$ cat src/design/assert_macros.svh
// Assertion macros used by the converter top level; they assume clk and rst_n are in scope.
`ifndef ASSERT_MACROS_SVH
`define ASSERT_MACROS_SVH

// Same-cycle implication, checked outside reset.
`define RHC_ASSERT_IMP(label, pre, post) \
    label: assert property (@(posedge clk) disable iff (!rst_n) (pre) |-> (post)) \
        else $error("rgb_to_hsv check failed");

// Next-cycle implication, checked outside reset.
`define RHC_ASSERT_NEXT(label, pre, post) \
    label: assert property (@(posedge clk) disable iff (!rst_n) (pre) |=> (post)) \
        else $error("rgb_to_hsv check failed");

`endif

$ cat src/design/rhc_pkg.sv
// Constants, types and codes shared by the RGB to HSV converter modules.
`default_nettype none

package rhc_pkg;

    localparam int CHANNEL_BITS  = 8;
    localparam int HUE_FRAC_BITS = 6;

    // Hue constants in 1/2^HUE_FRAC_BITS degree units.
    localparam int HUE_SIXTY = 60 << HUE_FRAC_BITS;
    localparam int HUE_120   = 120 << HUE_FRAC_BITS;
    localparam int HUE_240   = 240 << HUE_FRAC_BITS;
    localparam int HUE_FULL  = 360 << HUE_FRAC_BITS;
    localparam int HUE_W     = $clog2(HUE_FULL);

    // Quotient widths of the two divisions and the shared divider geometry.
    localparam int HQ_W       = $clog2(HUE_SIXTY + 1);
    localparam int QUO_W      = (CHANNEL_BITS > HQ_W) ? CHANNEL_BITS : HQ_W;
    localparam int DIV_STEP   = 2;
    localparam int DIV_STAGES = (QUO_W + DIV_STEP - 1) / DIV_STEP;
    localparam int QUO_PAD    = DIV_STAGES * DIV_STEP;
    localparam int NUM_W      = CHANNEL_BITS + QUO_PAD;

    // Two front stages, the divider stages and the output stage.
    localparam int PIPE_STAGES = DIV_STAGES + 3;

    localparam logic [HUE_W-1:0] HUE_120_W  = HUE_W'(HUE_120);
    localparam logic [HUE_W-1:0] HUE_240_W  = HUE_W'(HUE_240);
    localparam logic [HUE_W-1:0] HUE_FULL_W = HUE_W'(HUE_FULL);
    localparam logic [NUM_W-1:0] HUE_SIXTY_N = NUM_W'(HUE_SIXTY);

    typedef logic [1:0] sector_t;

    localparam sector_t SEC_RED   = 2'd0;
    localparam sector_t SEC_GREEN = 2'd1;
    localparam sector_t SEC_BLUE  = 2'd2;

    // One lane of the restoring divider: divisor, partial remainder and the
    // numerator bits that turn into quotient bits as they shift out.
    typedef struct packed {
        logic [CHANNEL_BITS-1:0] den;
        logic [CHANNEL_BITS-1:0] pr;
        logic [QUO_PAD-1:0]      nq;
    } div_lane_t;

    typedef struct packed {
        div_lane_t sat;
        div_lane_t hue;
        sector_t   sector;
        logic      neg;
    } div_word_t;

    // Load enables of every pipeline register stage.
    typedef struct packed {
        logic                  f1;
        logic                  f2;
        logic [DIV_STAGES-1:0] div;
        logic                  back;
    } pipe_en_t;

endpackage

`default_nettype wire

$ cat src/design/rgb_to_hsv_converter.sv
// Top level of the pipelined RGB to HSV converter.
`default_nettype none
`include "assert_macros.svh"

// Converts one RGB pixel per clock into brightness (largest channel),
// saturation (FULL*(max-min)/max, truncated) and hue in 1/64 degree units,
// with hue_defined low and hue zero for gray pixels. The pipeline is
// PIPE_STAGES = DIV_STAGES + 3 register stages deep; at the default widths
// these are two front stages, six divider stages that each retire two
// quotient bits of the 12-bit hue quotient (the saturation quotient runs
// alongside), and the output register. A new word is taken every cycle while
// pix_stall is low; while hsv_stall is high, empty stages keep filling and
// pix_stall rises only once every stage holds a word.
module rgb_to_hsv_converter
    import rhc_pkg::*;
(
    input  wire logic                    clk,
    input  wire logic                    rst_n,
    input  wire logic                    pix_valid,
    output logic                         pix_stall,
    input  wire logic [CHANNEL_BITS-1:0] red,
    input  wire logic [CHANNEL_BITS-1:0] green,
    input  wire logic [CHANNEL_BITS-1:0] blue,
    output logic                         hsv_valid,
    input  wire logic                    hsv_stall,
    output logic [HUE_W-1:0]             hue,
    output logic                         hue_defined,
    output logic [CHANNEL_BITS-1:0]      saturation,
    output logic [CHANNEL_BITS-1:0]      brightness
);

    pipe_en_t  en;
    div_word_t div_chain [DIV_STAGES+1];

    rhc_ctrl u_ctrl
    (
        .clk       (clk),
        .rst_n     (rst_n),
        .pix_valid (pix_valid),
        .pix_stall (pix_stall),
        .hsv_valid (hsv_valid),
        .hsv_stall (hsv_stall),
        .en        (en)
    );

    rhc_front u_front
    (
        .clk   (clk),
        .en    (en),
        .red   (red),
        .green (green),
        .blue  (blue),
        .word  (div_chain[0])
    );

    for (genvar k = 0; k < DIV_STAGES; k++)
    begin : g_div
        rhc_div_stage u_div_stage
        (
            .clk      (clk),
            .en       (en.div[k]),
            .word_in  (div_chain[k]),
            .word_out (div_chain[k+1])
        );
    end

    rhc_back u_back
    (
        .clk         (clk),
        .en          (en.back),
        .word        (div_chain[DIV_STAGES]),
        .hue         (hue),
        .hue_defined (hue_defined),
        .saturation  (saturation),
        .brightness  (brightness)
    );

    `RHC_ASSERT_IMP(a_gray_hue_zero, hsv_valid && !hue_defined, hue == '0)
    `RHC_ASSERT_IMP(a_defined_sat, hsv_valid && hue_defined, saturation != '0)
    `RHC_ASSERT_IMP(a_hue_range, hsv_valid, hue < HUE_FULL_W)
    `RHC_ASSERT_IMP(a_stall_cause, pix_stall, hsv_valid && hsv_stall)
    `RHC_ASSERT_NEXT(a_stall_keeps_word, pix_stall, hsv_valid)

endmodule

`default_nettype wire

$ cat src/design/rhc_ctrl.sv
// Valid bits and stall chain of the converter pipeline.
`default_nettype none

module rhc_ctrl
    import rhc_pkg::*;
(
    input  wire logic clk,
    input  wire logic rst_n,
    input  wire logic pix_valid,
    output logic      pix_stall,
    output logic      hsv_valid,
    input  wire logic hsv_stall,
    output pipe_en_t  en
);

    logic [PIPE_STAGES-1:0] valid_reg;
    logic [PIPE_STAGES-1:0] valid_next;
    logic [PIPE_STAGES-1:0] ready;

    // A stage may load when it is empty or when the stage after it moves on,
    // so bubbles are squeezed out while the output is stalled.
    always_comb
    begin
        ready[PIPE_STAGES-1] = !valid_reg[PIPE_STAGES-1] || !hsv_stall;
        for (int i = PIPE_STAGES - 2; i >= 0; i--)
        begin
            ready[i] = !valid_reg[i] || ready[i+1];
        end
    end

    always_comb
    begin
        valid_next[0] = ready[0] ? pix_valid : valid_reg[0];
        for (int i = 1; i < PIPE_STAGES; i++)
        begin
            valid_next[i] = ready[i] ? valid_reg[i-1] : valid_reg[i];
        end
    end

    always_ff @(posedge clk or negedge rst_n)
    begin
        if (!rst_n)
        begin
            valid_reg <= '0;
        end
        else
        begin
            valid_reg <= valid_next;
        end
    end

    always_comb
    begin
        en.f1   = ready[0];
        en.f2   = ready[1];
        en.div  = ready[DIV_STAGES+1:2];
        en.back = ready[PIPE_STAGES-1];
    end

    assign pix_stall = !ready[0];
    assign hsv_valid = valid_reg[PIPE_STAGES-1];

endmodule

`default_nettype wire

$ cat src/design/rhc_front.sv
// Front stages: channel extremes, sextant, hue difference and both numerators.
`default_nettype none

module rhc_front
    import rhc_pkg::*;
(
    input  wire logic                    clk,
    input  wire pipe_en_t                en,
    input  wire logic [CHANNEL_BITS-1:0] red,
    input  wire logic [CHANNEL_BITS-1:0] green,
    input  wire logic [CHANNEL_BITS-1:0] blue,
    output div_word_t                    word
);

    logic                    r_ge_g;
    logic                    r_ge_b;
    logic                    g_ge_b;
    logic                    g_ge_r;
    logic                    b_ge_r;
    logic                    b_ge_g;
    sector_t                 sector_next;
    logic [CHANNEL_BITS-1:0] mx_next;
    logic [CHANNEL_BITS-1:0] mn_next;
    logic [CHANNEL_BITS-1:0] sub_a;
    logic [CHANNEL_BITS-1:0] sub_b;
    logic [CHANNEL_BITS:0]   diff;
    logic                    neg_next;
    logic [CHANNEL_BITS-1:0] adiff_next;

    sector_t                 sector_reg;
    logic [CHANNEL_BITS-1:0] mx_reg;
    logic [CHANNEL_BITS-1:0] mn_reg;
    logic                    neg_reg;
    logic [CHANNEL_BITS-1:0] adiff_reg;

    logic [CHANNEL_BITS-1:0] del;
    logic [NUM_W-1:0]        sat_num;
    logic [NUM_W-1:0]        hue_num;
    div_word_t               word_next;
    div_word_t               word_reg;

    // Stage one: compare the channels. Ties go to red, then to green.
    always_comb
    begin
        r_ge_g = red >= green;
        r_ge_b = red >= blue;
        g_ge_b = green >= blue;
        g_ge_r = green >= red;
        b_ge_r = blue >= red;
        b_ge_g = blue >= green;

        if (r_ge_g && r_ge_b)
        begin
            sector_next = SEC_RED;
        end
        else if (g_ge_b)
        begin
            sector_next = SEC_GREEN;
        end
        else
        begin
            sector_next = SEC_BLUE;
        end

        if (g_ge_r && b_ge_r)
        begin
            mn_next = red;
        end
        else if (b_ge_g)
        begin
            mn_next = green;
        end
        else
        begin
            mn_next = blue;
        end

        case (sector_next)
            SEC_RED:
            begin
                mx_next = red;
                sub_a   = green;
                sub_b   = blue;
            end
            SEC_GREEN:
            begin
                mx_next = green;
                sub_a   = blue;
                sub_b   = red;
            end
            default:
            begin
                mx_next = blue;
                sub_a   = red;
                sub_b   = green;
            end
        endcase

        diff       = {1'b0, sub_a} - {1'b0, sub_b};
        neg_next   = diff[CHANNEL_BITS];
        adiff_next = neg_next ? CHANNEL_BITS'(-diff) : diff[CHANNEL_BITS-1:0];
    end

    always_ff @(posedge clk)
    begin
        if (en.f1)
        begin
            sector_reg <= sector_next;
            mx_reg     <= mx_next;
            mn_reg     <= mn_next;
            neg_reg    <= neg_next;
            adiff_reg  <= adiff_next;
        end
    end

    // Stage two: FULL*del for saturation and 60 degrees times |diff| for hue.
    always_comb
    begin
        del     = mx_reg - mn_reg;
        sat_num = (NUM_W'(del) << CHANNEL_BITS) - NUM_W'(del);
        hue_num = NUM_W'(adiff_reg) * HUE_SIXTY_N;

        word_next.sat.den = mx_reg;
        word_next.sat.pr  = sat_num[NUM_W-1 -: CHANNEL_BITS];
        word_next.sat.nq  = sat_num[QUO_PAD-1:0];
        word_next.hue.den = del;
        word_next.hue.pr  = hue_num[NUM_W-1 -: CHANNEL_BITS];
        word_next.hue.nq  = hue_num[QUO_PAD-1:0];
        word_next.sector  = sector_reg;
        word_next.neg     = neg_reg;
    end

    always_ff @(posedge clk)
    begin
        if (en.f2)
        begin
            word_reg <= word_next;
        end
    end

    assign word = word_reg;

endmodule

`default_nettype wire

$ cat src/design/rhc_div_stage.sv
// One stage of the pipelined restoring divider, both lanes side by side.
`default_nettype none

module rhc_div_stage
    import rhc_pkg::*;
(
    input  wire logic      clk,
    input  wire logic      en,
    input  wire div_word_t word_in,
    output div_word_t      word_out
);

    div_word_t word_next;
    div_word_t word_reg;

    // One quotient bit: shift the next numerator bit into the remainder and
    // subtract the divisor when it fits.
    function automatic div_lane_t div_step(input div_lane_t lane);
        logic [CHANNEL_BITS:0]   sh;
        logic [CHANNEL_BITS+1:0] dif;
        logic                    fits;
        div_lane_t               res;
        sh   = {lane.pr, lane.nq[QUO_PAD-1]};
        dif  = {1'b0, sh} - {2'b00, lane.den};
        fits = !dif[CHANNEL_BITS+1];
        res.den = lane.den;
        res.pr  = fits ? dif[CHANNEL_BITS-1:0] : sh[CHANNEL_BITS-1:0];
        res.nq  = {lane.nq[QUO_PAD-2:0], fits};
        return res;
    endfunction

    always_comb
    begin
        word_next = word_in;
        for (int j = 0; j < DIV_STEP; j++)
        begin
            word_next.sat = div_step(word_next.sat);
            word_next.hue = div_step(word_next.hue);
        end
    end

    always_ff @(posedge clk)
    begin
        if (en)
        begin
            word_reg <= word_next;
        end
    end

    assign word_out = word_reg;

endmodule

`default_nettype wire

$ cat src/design/rhc_back.sv
// Output stage: sextant offset, sign fix-up of the hue and the output registers.
`default_nettype none

module rhc_back
    import rhc_pkg::*;
(
    input  wire logic                    clk,
    input  wire logic                    en,
    input  wire div_word_t               word,
    output logic [HUE_W-1:0]             hue,
    output logic                         hue_defined,
    output logic [CHANNEL_BITS-1:0]      saturation,
    output logic [CHANNEL_BITS-1:0]      brightness
);

    logic [HQ_W-1:0]         q;
    logic [HUE_W-1:0]        q_ext;
    logic                    rem_nz;
    logic                    del_nz;
    logic [CHANNEL_BITS-1:0] sat_q;
    logic [HUE_W-1:0]        hue_raw;

    logic [HUE_W-1:0]        hue_next;
    logic                    hue_defined_next;
    logic [CHANNEL_BITS-1:0] saturation_next;

    logic [HUE_W-1:0]        hue_reg;
    logic                    hue_defined_reg;
    logic [CHANNEL_BITS-1:0] saturation_reg;
    logic [CHANNEL_BITS-1:0] brightness_reg;

    // For green and blue the offset keeps the angle positive, so a negative
    // difference rounds down; for red it truncates toward zero and wraps.
    always_comb
    begin
        q      = word.hue.nq[HQ_W-1:0];
        q_ext  = HUE_W'(q);
        rem_nz = |word.hue.pr;
        del_nz = |word.hue.den;
        sat_q  = word.sat.nq[CHANNEL_BITS-1:0];

        case (word.sector)
            SEC_RED:
            begin
                if (!word.neg)
                begin
                    hue_raw = q_ext;
                end
                else if (q_ext == '0)
                begin
                    hue_raw = '0;
                end
                else
                begin
                    hue_raw = HUE_FULL_W - q_ext;
                end
            end
            SEC_GREEN:
            begin
                hue_raw = word.neg ? HUE_120_W - q_ext - HUE_W'(rem_nz)
                                   : HUE_120_W + q_ext;
            end
            SEC_BLUE:
            begin
                hue_raw = word.neg ? HUE_240_W - q_ext - HUE_W'(rem_nz)
                                   : HUE_240_W + q_ext;
            end
            default:
            begin
                hue_raw = '0;
            end
        endcase

        // A gray pixel has a zero spread; its divisions mean nothing.
        saturation_next  = del_nz ? sat_q : '0;
        hue_defined_next = del_nz && (sat_q != '0);
        hue_next         = hue_defined_next ? hue_raw : '0;
    end

    always_ff @(posedge clk)
    begin
        if (en)
        begin
            hue_reg         <= hue_next;
            hue_defined_reg <= hue_defined_next;
            saturation_reg  <= saturation_next;
            brightness_reg  <= word.sat.den;
        end
    end

    assign hue         = hue_reg;
    assign hue_defined = hue_defined_reg;
    assign saturation  = saturation_reg;
    assign brightness  = brightness_reg;

endmodule

`default_nettype wire

$ cat config.mk
export PLATFORM = sky130hd
export DESIGN_NAME = rgb_to_hsv_converter
export DESIGN_NICKNAME = d
export VERILOG_FILES = /design/src/design/rhc_pkg.sv /design/src/design/rgb_to_hsv_converter.sv /design/src/design/rhc_ctrl.sv /design/src/design/rhc_front.sv /design/src/design/rhc_div_stage.sv /design/src/design/rhc_back.sv
export VERILOG_INCLUDE_DIRS = /design/src /design/src/design
export SDC_FILE = /design/constraint.sdc
export NUM_CORES = 1
export LEC_CHECK = 0
export BUFFER_PORTS_ARGS = -buffer_cell sky130_fd_sc_hd__clkbuf_2
export CORE_UTILIZATION = 40
export CTS_CLUSTER_DIAMETER = 30
export DETAILED_ROUTE_END_ITERATION = 8
export GPL_TIMING_DRIVEN = 0
export PLACE_DENSITY = 0.56
export SLEW_MARGIN = 20
export SYNTH_ARGS = -nofsm -noshare
export SYNTH_HDL_FRONTEND = slang
export SYNTH_SLANG_ARGS = --single-unit
$ cat constraint.sdc
create_clock -name clk -period 4.1 [get_ports clk]
set_input_delay 0.205 -clock clk [delete_from_list [all_inputs] [get_ports clk]]
set_output_delay 0.205 -clock clk [all_outputs]
set_load 0.02 [all_outputs]
Yosys cells after proc, flatten, opt, wreduce, memory -nomap -nowiden
Index checks and enable logic that the tools add are counted.

storage, ports and cells
  output and inout port bits = 34
  flip-flop bits (word level) = 433

operators by class
  reduce and logical (&&, ||, !) cells = 53
  $add $sub $neg = 35
  $mul = 1
  muxes and demuxes = 36
  eq/ne operators = 3
  magnitude comparators = 6

operator list
  cell                                                                   number
  9-bit by 8-bit subtractor with 10-bit output                           24
  8-bit two-way mux                                                      26
  15-bit two-way mux                                                     4
  8-bit >= comparator                                                    6
  8-bit case mux with 2 select lines                                     3
  15-bit case mux with 3 select lines                                    1
  1-bit zero test                                                        35
  15-bit by 1-bit subtractor with 15-bit output                          2
  16-bit by 8-bit subtractor with 17-bit output                          1
  8-bit OR reduction                                                     2
  14-bit by 12-bit adder with 15-bit output (first input constant)       1
  14-bit by 12-bit subtractor with 15-bit output (first input constant)  1
  15-bit by 12-bit subtractor with 15-bit output (first input constant)  1
  13-bit by 12-bit adder with 14-bit output (first input constant)       1
  13-bit by 12-bit subtractor with 14-bit output (first input constant)  1
  12-bit zero test                                                       1
  8-bit by 4-bit multiplier with 12-bit output (second input constant)   1
  1-bit logical OR                                                       9
  8-bit by 8-bit subtractor with 9-bit output                            1
  8-bit negator                                                          1
  8-bit nonzero test                                                     1
  8-bit subtractor                                                       1
  2-bit by 1-bit == test with 1-bit output (second input constant)       2
  2-bit zero test                                                        2
  other kinds (3)                                                        6

Depth between registers and ports, before layout
  depth after elaboration = 11
  gate-level depth with buffers = 21
  depth with buffers taken out = 19

Modules after synthesis
A second synthesis with hierarchy kept.

second synthesis, totals
  cells, all modules = 2570
  area, all modules = 30100.1 sq um

modules (own cells, without submodules)
  module                                    times used  sequential area each (sq um)  area each (sq um)  cells an instance
  rhc_div_stage (g_div[4].u_div_stage ...)  2           1771.7                        3574.7             288
  rhc_div_stage (g_div[1].u_div_stage ...)  2           1771.7                        3525.9             286
  rhc_front                                 1           2222.1                        5368.9             452
  rhc_div_stage (g_div[3].u_div_stage)      1           1771.7                        3535.9             289
  rhc_div_stage (g_div[0].u_div_stage)      1           1771.7                        3508.4             286
  rhc_back                                  1           960.9                         3105.5             363
  rhc_ctrl                                  1           225.2                         380.4              32

Worst setup path after synthesis
Ideal clock, no wire load.

  kind = in2reg
  from = input red[1]
  to = register u_front.adiff_reg[7] (data pin)
  path slack = -0.663 ns
  stages on the path = 19
  data arrival time = 4.502 ns
  cells stage by stage = inv_1 -> ha_1 -> nor2b_1 -> o21a_1 -> o21a_1 -> o21bai_1 -> a21oi_1 -> nor4_1 -> clkbuf_1 -> mux2i_1 -> ha_1 -> inv_1 -> fa_1 -> a21oi_1 -> o21ai_0 -> o31a_1 -> or3_1 -> a31oi_1 -> xnor2_1

on the way
  cells in the longest elaborated chain, start to end = 8
  elaborated cells on any way between the ends = 11

RTL lines
  element                                                                             line                              RTL
  from (decl)                                                                         rgb_to_hsv_converter.sv:21        input wire logic [CHANNEL_BITS-1:0] red,
  8-bit >= comparator (on tied branches)                                              rhc_front.sv:45, rhc_front.sv:46
  1-bit logical AND                                                                   rhc_front.sv:52                   if (r_ge_g && r_ge_b)
  2-bit two-way mux                                                                   rhc_front.sv:52
  2-bit by 1-bit == test with 1-bit output / 2-bit zero test (equally long branches)  rhc_front.sv:78                   case (sector_next)
  8-bit case mux with 2 select lines                                                  rhc_front.sv:78
  8-bit by 8-bit subtractor with 9-bit output (*)                                     rhc_front.sv:99                   diff = {1'b0, sub_a} - {1'b0, sub_b};
  8-bit negator                                                                       rhc_front.sv:101                  adiff_next = neg_next ? CHANNEL_BITS'(-diff) : diff[CHANNEL_BITS-1:0];
  8-bit two-way mux (*)                                                               rhc_front.sv:101
  named net u_front.adiff_next[7]                                                     rhc_front.sv:28                   logic [CHANNEL_BITS-1:0] adiff_next;
  to (signal assigned)                                                                rhc_front.sv:112                  adiff_reg <= adiff_next;
  to (decl)                                                                           rhc_front.sv:34                   logic [CHANNEL_BITS-1:0] adiff_reg;

The timed path passes the listed nets; every way through them passes the cells marked *.
A chain may end at the register's enable or synchronous reset.

==> impl_results.md <==
* Gr usage total at 16.13%
* Critical Path Start Type: flop
* Buf/Inv on CP at 2
* Placement row count at 94
* Crit-path max cell delay at 0.44 ns
* Vias per cell at 5.207
* Crit path max-delay cell type: edfxtp_1
* Maxcap violations at 0
* Largest net degree at the start of global routing at 54
* Post-synth EDFFs at 397
* Syn Std Cell Area at 26570 um^2
* Most frequent cells in the layout: edfxtp_1, ha_1, inv_1, nor2_1, buf_4
* # DRC at 0
* Crit-path max FO at 8
* Root Buffer: clkbuf_16
* Worst-margin pin slew at 0.9839 ns
* Final Hold Viols at 0
* Status: finished, violations left
* Req. time, crit path at 4.44 ns
* Final Setup Violations at 11
* Min-Delay Path Class: primary input to async pin
* Max reg flops at 291
* First-pass GRT wire length at 90230 um
* Avg Inst Size Synth at 11.18 um^2
* Final cycle utilization of the critical path at 102.4%
* Die area at 67450 um^2
* Routed Antenna Nets at 0
* CP Capture Type: flop
* Gpl congestion at 0.8701
* Top delay family on crit path: compound AO/OA/AOI/OAI gates
* Max-slew violation count at 0
* Asr flop ratio synth at 2.217%
* Layout Nets at 3031
* Most common cell after layout, fill and taps aside: edfxtp_1
* Unique masters post-synth at 72
* PnR worst setup slack at -0.09669 ns
* Wire per inst at 15.32 um
* Drt pass-1 iters at 5
* Violated checks: setup timing
* Synth Register Bits at 406
* Die H at 259.7 um
* N_diodes at 0
* CTS tree: done
* Initial antenna violation count at 0
* Mapped Nets at 2710
* Fmax at 238.3 MHz
* Setup slack at placement at -0.8364 ns
* Post-Syn Instances at 2376
* Top_reg_cell synth: edfxtp_1
* Port-buffer cells at 61
* Fraction of layout cells with a size suffix above 1 at 24.56%
* Worst Skew at 0.01351 ns
* Critical Path AT at 4.54 ns
* TritonCTS Buffers at 90
* Reg clk slew, reported paths at 0.05 ns
* Clock buffer depth at 3
* RSZ-0062 raised after global routing: yes
* H-tree levels at 3
* I/O pin cnt at 62
* Global route overflow at 0
* Area growth syn-to-layout at 27.47%
* Synth warnings at 0
* Via count at 18920
* DRT iter0 DRCs at 775
* Slew margin rel. at 33.97%
* Post-DP HPWL at 40770 um
* Fin crit period at 4.197 ns
* Starting density of the core at 40.41%
* Critical path class: flop to flop
* Sequential fraction of the synthesis area at 45.72%
* Crit-path cells: ha_4 -> o21a_1 -> o31a_1 -> nor3_2 -> o31ai_2 -> clkbuf_8 -> mux2_4 -> ha_4 -> o21a_1 -> o31a_1 -> o31a_1 -> o21a_1 -> o21ai_2 -> nor3b_4 -> buf_12 -> mux2_4
* Wirelength, routed at 55670 um
* Later-pin clock latency in the skew report at 0.60 ns
* Die span in x at 259.7 um
* Vias in the first global route at 19270
* TritonCTS Sinks at 406
* Core Region at 65750 um^2
==> synth_stat cells (4+ instances only) <==
cell type	number	area, um^2
or2_2	19	118.9
and2_1	16	100.1
nor3_1	44	220.2
a211o_1	4	35.03
o211ai_1	12	90.09
o22ai_1	10	62.56
edfxtp_1	397	11920
nand3_1	15	75.07
nand4b_1	5	43.79
ha_1	272	3403
a21oi_1	131	655.6
a221oi_1	5	43.79
a21boi_0	13	97.59
o21bai_1	34	255.2
buf_1	4	15.01
xor2_1	21	183.9
nor2b_1	48	300.3
o21a_1	69	518.0
o31a_1	17	148.9
dfrtp_1	9	225.2
a31oi_1	24	150.1
xnor2_1	117	1025
a211oi_1	19	142.6
nor4_1	17	106.4
clkbuf_1	25	93.84
or3_1	9	56.30
nand4_1	10	62.56
mux2_2	110	1239
mux2i_1	83	830.8
inv_1	252	945.9
nor2_1	205	769.5
nand2_1	73	274.0
a21o_1	37	277.8
o31ai_1	20	150.1
a21bo_2	6	60.06
fa_1	34	680.7
nand2b_1	28	175.2
o21ai_0	107	535.5
==> cell families after synthesis <==
logic type,after synthesis,synth area share (%)
AO/OA/AOI/OAI,542,13.29
XOR/XNOR,138,4.550
adder cells (fa/ha/maj),306,15.37
buffers and inverters,283,4.008
flip-flops,406,45.72
multiplexers,193,7.790
other,1,0.01412
AND/OR/NAND/NOR,507,9.255
==> final cells by class <==
type                            count  area (um^2)
Clock buffer                      104         2421
Multi-Input combinational cell   1687        14550
Buffer                             26        206.4
Timing Repair Buffer              234         1802
Fill cell                        5596        31880
Tap cell                          864         1081
Clock inverter                     60        713.2
Sequential cell                   406        12150
Inverter                          252        945.9
==> per-stage QoR <==
stage               cell area [um^2]  utilization, %  hold WS [ns]  instances  setup TNS [ns]
floorplan                      26650               -      -0.09059       2376               0
global placement               28040           42.65        0.1030       3301         -136.38
detailed placement             28200           42.90        0.1124       3307          -58.39
CTS                            32510           49.45       0.01460       3534       -0.002157
global route                   33860           51.51       0.04454       3633          -3.975
finish                         33860           51.51       0.02868       3633         -0.5976
==> worst register-to-register path: cells and delay by family (launching register included) <==
family	cells	cell delay [ns]
flops	1	0.44
mux	2	0.61
compound gates	8	1.61
buf+inv	2	0.38
fa+ha+maj	2	0.57
simple gates	2	0.31
==> worst paths after layout <==
| path | from | endpoint | slack [ns] | depth (start not counted) |
|---|---|---|---|---|
| worst max-delay path | g_div[2].u_div_stage.word_out[16] | g_div[3].u_div_stage.word_out[20] | -0.1 | 16 |
| worst min-delay path | rst_n | u_ctrl.valid_reg[7] | 0.03 | 2 |
| worst max register to register | g_div[2].u_div_stage.word_out[16] | g_div[3].u_div_stage.word_out[20] | -0.1 | 16 |
| worst min register to register | g_div[2].u_div_stage.word_out[5] | g_div[3].u_div_stage.word_out[7] | 0.41 | 0 |
| max in group asynchronous | rst_n | u_ctrl.valid_reg[1] | 3.83 | 2 |
| min in group clk | red[5] | u_front.mn_reg[5] | 0.05 | 3 |
==> metal layers <==
layer / wire length, um / track usage (%) / vias up
met1: 24010 / 18.73 / 9064
met4: 1812 / 6.781 / 0
met2: 28020 / 29.10 / 340
met3: 1824 / 2.778 / 131
li1: - / - / 9381
met5: 0 / 0 / -
==> timing repair <==
item,CTS,global route
pin swaps,38,84
gates resized for setup,132,127
setup buffers,65,97
hold buffers,2,0
setup endpoints to repair,102,94
endpoints found under the hold margin,10,0
gates cloned,0,3
Power is left out: the tool's default activity adds up to more than one toggle a clock period on the data nets, which glitch-free logic cannot reach.
